## src/hw/rtl/fpcc_pkg.sv

```systemverilog
// Shared types and constants of the framed packet CRC-8 checker.
// No dependencies; imported by every module of the block.
package fpcc_pkg;

	localparam int PADDR_W = 4;
	localparam int PDATA_W = 32;
	localparam int CNT_W   = 10;

	// operation codes on kind
	localparam logic [1:0] KIND_PUSH  = 2'd0;
	localparam logic [1:0] KIND_CHECK = 2'd1;
	localparam logic [1:0] KIND_POP   = 2'd2;

	// result status codes
	localparam logic [2:0] ST_STORED    = 3'd0;
	localparam logic [2:0] ST_FULL      = 3'd1;
	localparam logic [2:0] ST_NEED_MORE = 3'd2;
	localparam logic [2:0] ST_FRAME     = 3'd3;
	localparam logic [2:0] ST_DISCARD   = 3'd4;
	localparam logic [2:0] ST_BYTE_OUT  = 3'd5;
	localparam logic [2:0] ST_EMPTY     = 3'd6;

	typedef struct packed {
		logic [7:0] header_byte;
		logic [7:0] crc_polynomial;
		logic [6:0] min_window;
		logic [7:0] min_length;
	} fpcc_cfg_t;

	typedef enum logic [2:0] {
		OFF_HOLD,
		OFF_ZERO,
		OFF_ONE,
		OFF_TWO,
		OFF_INC
	} off_op_t;

	typedef enum logic [3:0] {
		RES_NONE,
		RES_STORED,
		RES_FULL,
		RES_NEED,
		RES_FRAME,
		RES_DISC_FOUND,
		RES_DISC_ALL,
		RES_BYTE_OUT,
		RES_EMPTY
	} res_op_t;

	typedef struct packed {
		off_op_t off_op;
		res_op_t res;
		logic    rx_latch;
		logic    push_wr;
		logic    pop_adv;
		logic    hdr_latch;
		logic    addr_latch;
		logic    len_latch;
		logic    crc_step;
	} fpcc_cmd_t;

	typedef struct packed {
		logic fill_zero;
		logic below_min;
		logic short3;
		logic full;
		logic hunting;
		logic hdr_ok;
		logic len_bad;
		logic len_short;
		logic crc_end;
		logic crc_match;
		logic rs_end;
		logic rs_match;
	} fpcc_sts_t;

endpackage

```

## src/hw/rtl/fpcc_cfg.sv

```systemverilog
// APB register file of the framed packet CRC-8 checker.
// Depends on fpcc_pkg for the register struct and bus widths.
module fpcc_cfg import fpcc_pkg::*; (
	input  logic               clk,
	input  logic               arst_n,
	input  logic               psel,
	input  logic               penable,
	input  logic               pwrite,
	input  logic [PADDR_W-1:0] paddr,
	input  logic [PDATA_W-1:0] pwdata,
	output logic [PDATA_W-1:0] prdata,
	output logic               pready,
	output fpcc_cfg_t          cfg
);

	localparam logic [1:0] REG_HEADER = 2'd0;
	localparam logic [1:0] REG_POLY   = 2'd1;
	localparam logic [1:0] REG_MINWIN = 2'd2;
	localparam logic [1:0] REG_MINLEN = 2'd3;

	fpcc_cfg_t cfg_q;
	logic      wr_en;
	logic [1:0] reg_idx;

	assign pready  = 1'b1;
	assign wr_en   = psel & penable & pwrite;
	assign reg_idx = paddr[3:2];
	assign cfg     = cfg_q;

	always_ff @(posedge clk or negedge arst_n) begin
		if (!arst_n) begin
			cfg_q.header_byte    <= 8'hF7;
			cfg_q.crc_polynomial <= 8'h07;
			cfg_q.min_window     <= 7'd6;
			cfg_q.min_length     <= 8'd3;
		end else if (wr_en) begin
			case (reg_idx)
				REG_HEADER: cfg_q.header_byte    <= pwdata[7:0];
				REG_POLY:   cfg_q.crc_polynomial <= pwdata[7:0];
				REG_MINWIN: cfg_q.min_window     <= pwdata[6:0];
				REG_MINLEN: cfg_q.min_length     <= pwdata[7:0];
				default: ;
			endcase
		end
	end

	always_comb begin
		case (reg_idx)
			REG_HEADER: prdata = PDATA_W'(cfg_q.header_byte);
			REG_POLY:   prdata = PDATA_W'(cfg_q.crc_polynomial);
			REG_MINWIN: prdata = PDATA_W'(cfg_q.min_window);
			REG_MINLEN: prdata = PDATA_W'(cfg_q.min_length);
			default:    prdata = '0;
		endcase
	end

endmodule

```

## src/hw/rtl/fpcc_ctrl.sv

```systemverilog
// Controller state machine of the framed packet CRC-8 checker.
// Depends on fpcc_pkg for the command and status structs.
module fpcc_ctrl import fpcc_pkg::*; (
	input  logic       clk,
	input  logic       arst_n,
	input  logic       start,
	input  logic [1:0] kind,
	input  fpcc_sts_t  sts,
	output fpcc_cmd_t  cmd,
	output logic       busy
);

	typedef enum logic [2:0] {
		S_IDLE,
		S_PUSH,
		S_POP,
		S_CHK,
		S_CHK_A,
		S_CHK_L,
		S_CRC,
		S_RS
	} state_t;

	state_t state_q, state_d;
	logic   busy_q;

	assign busy = busy_q;

	always_comb begin
		state_d        = state_q;
		cmd.off_op     = OFF_HOLD;
		cmd.res        = RES_NONE;
		cmd.rx_latch   = 1'b0;
		cmd.push_wr    = 1'b0;
		cmd.pop_adv    = 1'b0;
		cmd.hdr_latch  = 1'b0;
		cmd.addr_latch = 1'b0;
		cmd.len_latch  = 1'b0;
		cmd.crc_step   = 1'b0;
		case (state_q)
			S_IDLE: begin
				if (start) begin
					// offset 0 is read for every kind; pop and check need it next cycle
					cmd.rx_latch = 1'b1;
					cmd.off_op   = OFF_ZERO;
					case (kind)
						KIND_PUSH:  state_d = S_PUSH;
						KIND_CHECK: state_d = S_CHK;
						KIND_POP:   state_d = S_POP;
						default:    state_d = S_IDLE;
					endcase
				end
			end
			S_PUSH: begin
				if (sts.full) begin
					cmd.res = RES_FULL;
				end else begin
					cmd.push_wr = 1'b1;
					cmd.res     = RES_STORED;
				end
				state_d = S_IDLE;
			end
			S_POP: begin
				if (sts.fill_zero) begin
					cmd.res = RES_EMPTY;
				end else begin
					cmd.pop_adv = 1'b1;
					cmd.res     = RES_BYTE_OUT;
				end
				state_d = S_IDLE;
			end
			S_CHK: begin
				if (sts.fill_zero || sts.below_min) begin
					cmd.res = RES_NEED;
					state_d = S_IDLE;
				end else if (sts.hunting) begin
					cmd.off_op = OFF_ONE;
					state_d    = S_RS;
				end else if (sts.short3) begin
					cmd.res = RES_NEED;
					state_d = S_IDLE;
				end else begin
					cmd.hdr_latch = 1'b1;
					cmd.off_op    = OFF_ONE;
					state_d       = S_CHK_A;
				end
			end
			S_CHK_A: begin
				cmd.addr_latch = 1'b1;
				cmd.off_op     = OFF_TWO;
				state_d        = S_CHK_L;
			end
			S_CHK_L: begin
				if (!sts.hdr_ok || sts.len_bad) begin
					cmd.off_op = OFF_ONE;
					state_d    = S_RS;
				end else if (sts.len_short) begin
					cmd.res = RES_NEED;
					state_d = S_IDLE;
				end else begin
					// offset stays at 2: the length byte is the first CRC byte
					cmd.len_latch = 1'b1;
					state_d       = S_CRC;
				end
			end
			S_CRC: begin
				if (sts.crc_end) begin
					if (sts.crc_match) begin
						cmd.res = RES_FRAME;
						state_d = S_IDLE;
					end else begin
						cmd.off_op = OFF_ONE;
						state_d    = S_RS;
					end
				end else begin
					cmd.crc_step = 1'b1;
					cmd.off_op   = OFF_INC;
				end
			end
			S_RS: begin
				if (sts.rs_end) begin
					cmd.res = RES_DISC_ALL;
					state_d = S_IDLE;
				end else if (sts.rs_match) begin
					cmd.res = RES_DISC_FOUND;
					state_d = S_IDLE;
				end else begin
					cmd.off_op = OFF_INC;
				end
			end
			default: state_d = S_IDLE;
		endcase
	end

	always_ff @(posedge clk or negedge arst_n) begin
		if (!arst_n) begin
			state_q <= S_IDLE;
			busy_q  <= 1'b0;
		end else begin
			state_q <= state_d;
			busy_q  <= (state_d != S_IDLE);
		end
	end

endmodule

```

## src/hw/rtl/fpcc_datapath.sv

```systemverilog
// Datapath of the framed packet CRC-8 checker: window memory, pointers,
// byte offset, CRC register and result registers. Depends on fpcc_pkg.
module fpcc_datapath import fpcc_pkg::*; #(
	parameter int WINDOW_DEPTH = 512
) (
	input  logic             clk,
	input  logic             arst_n,
	input  fpcc_cfg_t        cfg,
	input  logic [7:0]       rx_byte,
	input  fpcc_cmd_t        cmd,
	output fpcc_sts_t        sts,
	output logic             done,
	output logic [2:0]       status,
	output logic [CNT_W-1:0] byte_count,
	output logic [7:0]       frame_address,
	output logic [7:0]       out_byte
);

	localparam int AW = $clog2(WINDOW_DEPTH);
	localparam int FW = $clog2(WINDOW_DEPTH + 1);
	localparam logic [FW:0]   DEPTH_X = (FW+1)'(WINDOW_DEPTH);
	localparam logic [FW-1:0] DEPTH_F = FW'(WINDOW_DEPTH);
	localparam logic [AW-1:0] LAST_A  = AW'(WINDOW_DEPTH - 1);

	logic [7:0]    mem [WINDOW_DEPTH];
	logic [AW-1:0] start_q;
	logic [FW-1:0] fill_q;
	logic          hunting_q;
	logic [FW-1:0] off_q, off_d;
	logic [7:0]    rdata_q;
	logic [7:0]    rx_q;
	logic          hdr_ok_q;
	logic [7:0]    addr_q;
	logic [7:0]    len_q;
	logic [7:0]    crc_q;
	logic          done_q;
	logic [2:0]    status_q;
	logic [CNT_W-1:0] count_q;
	logic [7:0]    faddr_q;
	logic [7:0]    obyte_q;
	logic [FW:0]   rd_sum, wr_sum;
	logic [AW-1:0] rd_addr, wr_addr;

	// MSB-first CRC-8 over one byte, eight shift steps
	function automatic logic [7:0] crc8_next(input logic [7:0] crc_in,
	                                         input logic [7:0] data,
	                                         input logic [7:0] poly);
		logic [7:0] c;
		c = crc_in ^ data;
		for (int b = 0; b < 8; b++) begin
			c = c[7] ? ((c << 1) ^ poly) : (c << 1);
		end
		return c;
	endfunction

	always_comb begin
		case (cmd.off_op)
			OFF_HOLD: off_d = off_q;
			OFF_ZERO: off_d = '0;
			OFF_ONE:  off_d = FW'(1);
			OFF_TWO:  off_d = FW'(2);
			OFF_INC:  off_d = off_q + FW'(1);
			default:  off_d = off_q;
		endcase
	end

	// start + offset stays below twice the depth: one conditional subtract wraps it
	always_comb begin
		rd_sum = (FW+1)'(start_q) + (FW+1)'(off_d);
		if (rd_sum >= DEPTH_X) begin
			rd_sum = rd_sum - DEPTH_X;
		end
		rd_addr = rd_sum[AW-1:0];
		wr_sum = (FW+1)'(start_q) + (FW+1)'(fill_q);
		if (wr_sum >= DEPTH_X) begin
			wr_sum = wr_sum - DEPTH_X;
		end
		wr_addr = wr_sum[AW-1:0];
	end

	// rdata_q always holds the window byte at off_q
	always_ff @(posedge clk) begin
		if (cmd.push_wr) begin
			mem[wr_addr] <= rx_q;
		end
		rdata_q <= mem[rd_addr];
	end

	always_ff @(posedge clk or negedge arst_n) begin
		if (!arst_n) begin
			start_q   <= '0;
			fill_q    <= '0;
			hunting_q <= 1'b0;
			off_q     <= '0;
			done_q    <= 1'b0;
		end else begin
			off_q  <= off_d;
			done_q <= (cmd.res != RES_NONE);
			if (cmd.push_wr) begin
				fill_q <= fill_q + FW'(1);
			end else if (cmd.pop_adv) begin
				fill_q  <= fill_q - FW'(1);
				start_q <= (start_q == LAST_A) ? '0 : start_q + AW'(1);
			end
			if (cmd.res == RES_DISC_FOUND) begin
				hunting_q <= 1'b0;
			end else if (cmd.res == RES_DISC_ALL) begin
				hunting_q <= 1'b1;
			end
		end
	end

	always_ff @(posedge clk) begin
		if (cmd.rx_latch) begin
			rx_q <= rx_byte;
		end
		if (cmd.hdr_latch) begin
			hdr_ok_q <= (rdata_q == cfg.header_byte);
		end
		if (cmd.addr_latch) begin
			addr_q <= rdata_q;
		end
		if (cmd.len_latch) begin
			len_q <= rdata_q;
			crc_q <= '0;
		end else if (cmd.crc_step) begin
			crc_q <= crc8_next(crc_q, rdata_q, cfg.crc_polynomial);
		end
	end

	always_ff @(posedge clk) begin
		if (cmd.res != RES_NONE) begin
			count_q <= '0;
			faddr_q <= '0;
			obyte_q <= '0;
			case (cmd.res)
				RES_STORED: status_q <= ST_STORED;
				RES_FULL:   status_q <= ST_FULL;
				RES_NEED:   status_q <= ST_NEED_MORE;
				RES_FRAME: begin
					status_q <= ST_FRAME;
					count_q  <= CNT_W'(len_q) + CNT_W'(3);
					faddr_q  <= addr_q;
				end
				RES_DISC_FOUND: begin
					status_q <= ST_DISCARD;
					count_q  <= CNT_W'(off_q);
				end
				RES_DISC_ALL: begin
					status_q <= ST_DISCARD;
					count_q  <= CNT_W'(fill_q);
				end
				RES_BYTE_OUT: begin
					status_q <= ST_BYTE_OUT;
					obyte_q  <= rdata_q;
				end
				RES_EMPTY: status_q <= ST_EMPTY;
				default:   status_q <= ST_STORED;
			endcase
		end
	end

	assign sts.fill_zero = (fill_q == '0);
	assign sts.below_min = (fill_q < FW'(cfg.min_window));
	assign sts.short3    = (fill_q < FW'(3));
	assign sts.full      = (fill_q == DEPTH_F);
	assign sts.hunting   = hunting_q;
	assign sts.hdr_ok    = hdr_ok_q;
	assign sts.len_bad   = (rdata_q < cfg.min_length);
	assign sts.len_short = (fill_q < FW'(rdata_q) + FW'(3));
	assign sts.crc_end   = (off_q == FW'(len_q) + FW'(2));
	assign sts.crc_match = (crc_q == rdata_q);
	assign sts.rs_end    = (off_q >= fill_q);
	assign sts.rs_match  = (rdata_q == cfg.header_byte);

	assign done          = done_q;
	assign status        = status_q;
	assign byte_count    = count_q;
	assign frame_address = faddr_q;
	assign out_byte      = obyte_q;

endmodule

```

## src/hw/rtl/framed_packet_crc8_checker_top.sv

```systemverilog
// Framed packet CRC-8 checker: receive window with push, pop and check.
// Instantiates fpcc_cfg, fpcc_ctrl and fpcc_datapath; depends on fpcc_pkg.
//
// Usage:
//   Command channel: drive kind and rx_byte with start; the transaction is
//   taken at a rising edge where start is high and busy is low. kind 3 is
//   taken but does nothing and gives no result.
//   Result channel: done is high for one cycle with status, byte_count,
//   frame_address and out_byte. The receiver cannot stall; done always
//   falls in a cycle where busy is already low, so the next command may be
//   taken at the same edge that takes the result.
//   Push and pop pass through S_PUSH or S_POP before the done cycle.
//   Check: a window below the minimum ends in S_CHK; with a header and
//   length in place, a frame goes through S_CHK_A, S_CHK_L and S_CRC, the
//   window memory being read one byte a cycle for the CRC. A resync
//   searches one offset a cycle, up to fill, after the states that led to it.
//   Worst case is a bad CRC on a long frame followed by a search
//   through a full window.
//   Config: APB port, registers at byte addresses 0, 4, 8, 12; write only
//   while no transaction is in flight. pready is tied high.
//   Reset: arst_n clears the window pointers, fill and hunting flag and
//   loads the register defaults; window contents are not cleared.
module framed_packet_crc8_checker_top import fpcc_pkg::*; #(
	parameter int WINDOW_DEPTH = 512
) (
	input  logic               clk,
	input  logic               arst_n,
	input  logic               psel,
	input  logic               penable,
	input  logic               pwrite,
	input  logic [PADDR_W-1:0] paddr,
	input  logic [PDATA_W-1:0] pwdata,
	output logic [PDATA_W-1:0] prdata,
	output logic               pready,
	input  logic               start,
	output logic               busy,
	input  logic [1:0]         kind,
	input  logic [7:0]         rx_byte,
	output logic               done,
	output logic [2:0]         status,
	output logic [CNT_W-1:0]   byte_count,
	output logic [7:0]         frame_address,
	output logic [7:0]         out_byte
);

	fpcc_cfg_t cfg;
	fpcc_cmd_t cmd;
	fpcc_sts_t sts;

	fpcc_cfg u_cfg (
		.clk     (clk),
		.arst_n  (arst_n),
		.psel    (psel),
		.penable (penable),
		.pwrite  (pwrite),
		.paddr   (paddr),
		.pwdata  (pwdata),
		.prdata  (prdata),
		.pready  (pready),
		.cfg     (cfg)
	);

	fpcc_ctrl u_ctrl (
		.clk    (clk),
		.arst_n (arst_n),
		.start  (start),
		.kind   (kind),
		.sts    (sts),
		.cmd    (cmd),
		.busy   (busy)
	);

	fpcc_datapath #(
		.WINDOW_DEPTH (WINDOW_DEPTH)
	) u_dp (
		.clk           (clk),
		.arst_n        (arst_n),
		.cfg           (cfg),
		.rx_byte       (rx_byte),
		.cmd           (cmd),
		.sts           (sts),
		.done          (done),
		.status        (status),
		.byte_count    (byte_count),
		.frame_address (frame_address),
		.out_byte      (out_byte)
	);

endmodule

```

## config.mk

```make
export PLATFORM = sky130hd
export DESIGN_NAME = framed_packet_crc8_checker_top
export DESIGN_NICKNAME = d
export VERILOG_FILES = /design/src/hw/rtl/fpcc_pkg.sv /design/src/hw/rtl/fpcc_cfg.sv /design/src/hw/rtl/fpcc_ctrl.sv /design/src/hw/rtl/fpcc_datapath.sv /design/src/hw/rtl/framed_packet_crc8_checker_top.sv
export SDC_FILE = /design/constraint.sdc
export NUM_CORES = 2
export LEC_CHECK = 0
export ABC_CLOCK_PERIOD_IN_PS = 20300
export BUFFER_PORTS_ARGS = -buffer_cell sky130_fd_sc_hd__buf_2
export CAP_MARGIN = 30
export CORE_AREA = 5 5 584 586
export DETAILED_ROUTE_END_ITERATION = 16
export DIE_AREA = 0 0 589 591
export GPL_TIMING_DRIVEN = 0
export MAX_ROUTING_LAYER = met4
export PLACE_DENSITY = 0.65
export SYNTH_ARGS = -nofsm -noshare
export SYNTH_HDL_FRONTEND = slang
export SYNTH_SLANG_ARGS = --single-unit
export TNS_END_PERCENT = 5
```

## constraint.sdc

```tcl
create_clock -name clk -period 20.3 [get_ports clk]
set_clock_uncertainty 0.05 [all_clocks]
set_input_delay 2.03 -clock clk [delete_from_list [all_inputs] [get_ports clk]]
set_output_delay 2.03 -clock clk [all_outputs]
set_load 0.05 [all_outputs]
```

==> results.yml <==
detailed_routing:
  drtAntennaViolNets: 0
  routedWlPerCell_um: 36.0
  drt_first_pass_iters: 8
  detail_route.vias_per_cell: 6.42
  drtIter0Drc: 12300
  wl_mm: 470
  via_count: 83800
  drc_errors: 0
floorplanning:
  dieWidth_um: 589
  die-area_um2: 348000
  io_pins: 116
  coreArea_um2: 335000
  rows: 213
  initial_utilization_pct: 49.8
  die_h_um: 591
timing:
  fmax_ghz: 0.107
  slew_headroom_pct: 26.1
  period_share_pct: 46.2
  period_needed_ps: 9370
  worst_slew_pin_slew_ps: 1110
  setup_violations: 0
  finalWorstSetupSlack_ps: 10930
  hold_viol: 0
  finalSetupTns_ps: 0
  rsz0062_at_grt: "no"
  drv_slew: 0
layout:
  final_util_pct: 57.9
  nNetsFinal: 8365
  n_fill_cell: 23600
  final_layout_size_suffix_gt1_share_pct: 30.2
  area_delta_synth_final_pct: 16.2
cts:
  clockRootBuffer: "clkbuf_16"
  post_cts_buffers: 0
  hold_buffers: 0
  cts_resized: 0
  htreeDepth: 5
  cts-buffers-inserted: 422
  cts.sinks: 4232
  clk_pin_slew_worst_paths_ps: 60
  clockBufferDepth: 4
  clk_latency_ps: 970
  cts_tree: "built"
yosys:
  ys_types: 78
  synth_most_common_cell: "edfxtp_1"
  netlist.area_leader.share_pct: 74.7
  yosys-top-cells-area: "edfxtp_1, mux4_2, nor2_1"
  synth_edf_count: 4150
  synth-seq-cells: 4232
  synth_area_per_cell_um2: 22.5
  synth-seq-area-share_pct: 75.9
  synthesis.area_um2: 167000
  yosysWarnings: 0
  synth_flop_cell: "edfxtp_1"
  synth_common_cells: "edfxtp_1, mux4_2, nor2_1, clkbuf_1, nand2_1"
  synth_top_area_cell: "edfxtp_1"
  synthCells: 7406
  async_flop_share_pct: 1.56
worst_setup_path:
  worstSetupEndpointType: "register"
  crit_required_ps: 21080
  worstPathMaxFanout: 12
  arrival_ps: 10160
  start_kind: "register"
  path_class: "reg2reg"
placement:
  place_hpwl_mm: 338
  routabilityCongestion: 0.893
  place_ws_ps: 11150
  io_buffers: 64
global_routing:
  top_usage_layer: "met2"
  met3_usage_pct: 6.95
  grt_pass1_wl_mm: 654
  grtUsageMet2_pct: 41.3
  grtUsageTotal_pct: 27.7
  antenna_found_initial: 41
  grt_max_degree: 67
  grt_pass1_vias: 83100
  grt_util_met1_pct: 37.1
  grt_overflow: 0
run:
  drv_cap: 0
run_status:
  status: "finished clean"
hold_path:
  min_path_type: "reg2reg"
[registers in the layout, indices dropped and copies added (netlist names), 3 cells and up, named ones only]
signal,count
u_cfg.cfg,31
u_ctrl.state_q,3
u_dp.addr_q,8
u_dp.byte_count,10
u_dp.crc_q,8
u_dp.fill_q,10
u_dp.frame_address,8
u_dp.len_q,8
u_dp.mem,4096
u_dp.off_q,9
u_dp.out_byte,8
u_dp.rdata_q,8
u_dp.rx_q,8
u_dp.start_q,9
u_dp.status,3
[logic make-up (layout without fill, tap and decap cells)]
logic type | Yosys count | count (layout) | synth area share (%)
adders and majority gates | 68 | 68 | 0.523
muxes | 1400 | 1400 | 18.7
xor gates and xnor gates | 121 | 121 | 0.714
AOI/OAI and AO/OA | 216 | 216 | 0.871
DFF | 4232 | 4232 | 75.9
and+or+nand+nor | 867 | 867 | 2.14
buffers and inverters | 500 | 1672 | 1.23
other | 2 | 62 | 0.00450
[layout make-up]
| type | instances | area [um^2] | area share (%) |
|---|---|---|---|
| sequential | 4232 | 127000 | 65.3 |
| multi-input combinational | 2697 | 38400 | 19.8 |
| clock buffer | 499 | 11000 | 5.65 |
| timing repair buffer | 392 | 7650 | 3.94 |
| tap | 4407 | 5510 | 2.84 |
| clock inverter | 281 | 2660 | 1.37 |
| buffer | 445 | 1950 | 1.00 |
| inverter | 55 | 206 | 0.106 |
| antenna | 37 | 92.6 | 0.0477 |
[layout by cell type (no fill, tap or decap), drive strengths merged, types with 5 or more instances in the layout]
cell / count
bufinv: 42
dfrtp: 52
xnor2: 84
and2: 21
clkinv: 216
o211ai: 5
ha: 65
o21a: 12
nand2b: 9
diode: 37
edfxtp: 4150
inv: 66
a22oi: 9
o311ai: 5
nand2: 163
mux2: 27
and3: 13
o21ai: 64
xor2: 31
dfstp: 14
buf: 514
nor2: 578
nand4: 11
clkinvlp: 12
conb: 25
mux2i: 6
a211oi: 6
a21o: 22
nor4: 5
nor3: 15
nor2b: 8
a21oi: 44
o21bai: 13
nand3: 30
clkbuf: 822
mux4: 1367
dfxtp: 16
a31oi: 5
[stage by stage]
stage | cells | hold slack (ps) | instance area [um^2]
after floorplan | 7429 | 374 | 167000
after global placement | 11900 | 405 | 173000
after detailed placement | 12200 | 413 | 180000
after CTS | 13000 | 421 | 194000
after global routing | 13000 | 447 | 194000
final | 13000 | 420 | 194000
[final timing paths]
check / start / end / slack [ps] / cells after the start
hold / removal: u_dp.crc_q[2] / u_dp.crc_q[2] / 420 / 2
hold reg to reg: u_dp.crc_q[2] / u_dp.crc_q[2] / 420 / 2
setup / recovery: u_dp.fill_q[1] / u_dp.rdata_q[2] / 10930 / 24
max in group asynchronous: arst_n / u_cfg.cfg[2] / 18460 / 1
min in group asynchronous: arst_n / u_dp.done / 1150 / 1
setup reg to reg: u_dp.fill_q[1] / u_dp.rdata_q[2] / 10930 / 24
[routing by layer]
metal	routed length, um	vias to the layer above
met5	0	-
met4	22700	0
met3	54100	829
met2	219000	5139
met1	174000	45000
li1	-	32900
[critical path, stage by stage (launching register included)]
cell and delay, ps:
dfrtp_1 740, inv_1 100, ha_1 290, a21o_1 170, a21o_1 180, a21o_1 170, a21o_1 180, a221oi_1 490
o21ai_0 330, nand2_1 280, nand2_1 80, nand2_1 70, a31oi_1 80, ha_1 270, fa_1 820, clkbuf_1 360
clkbuf_1 300, clkbuf_1 610, buf_8 240, clkbuf_1 760, mux4_2 440, mux4_2 550, mux4_2 690, mux4_2 570
mux2_2 350
Power is left out: the tool's default activity adds up to more than one toggle a clock period on the data nets, which glitch-free logic cannot reach.
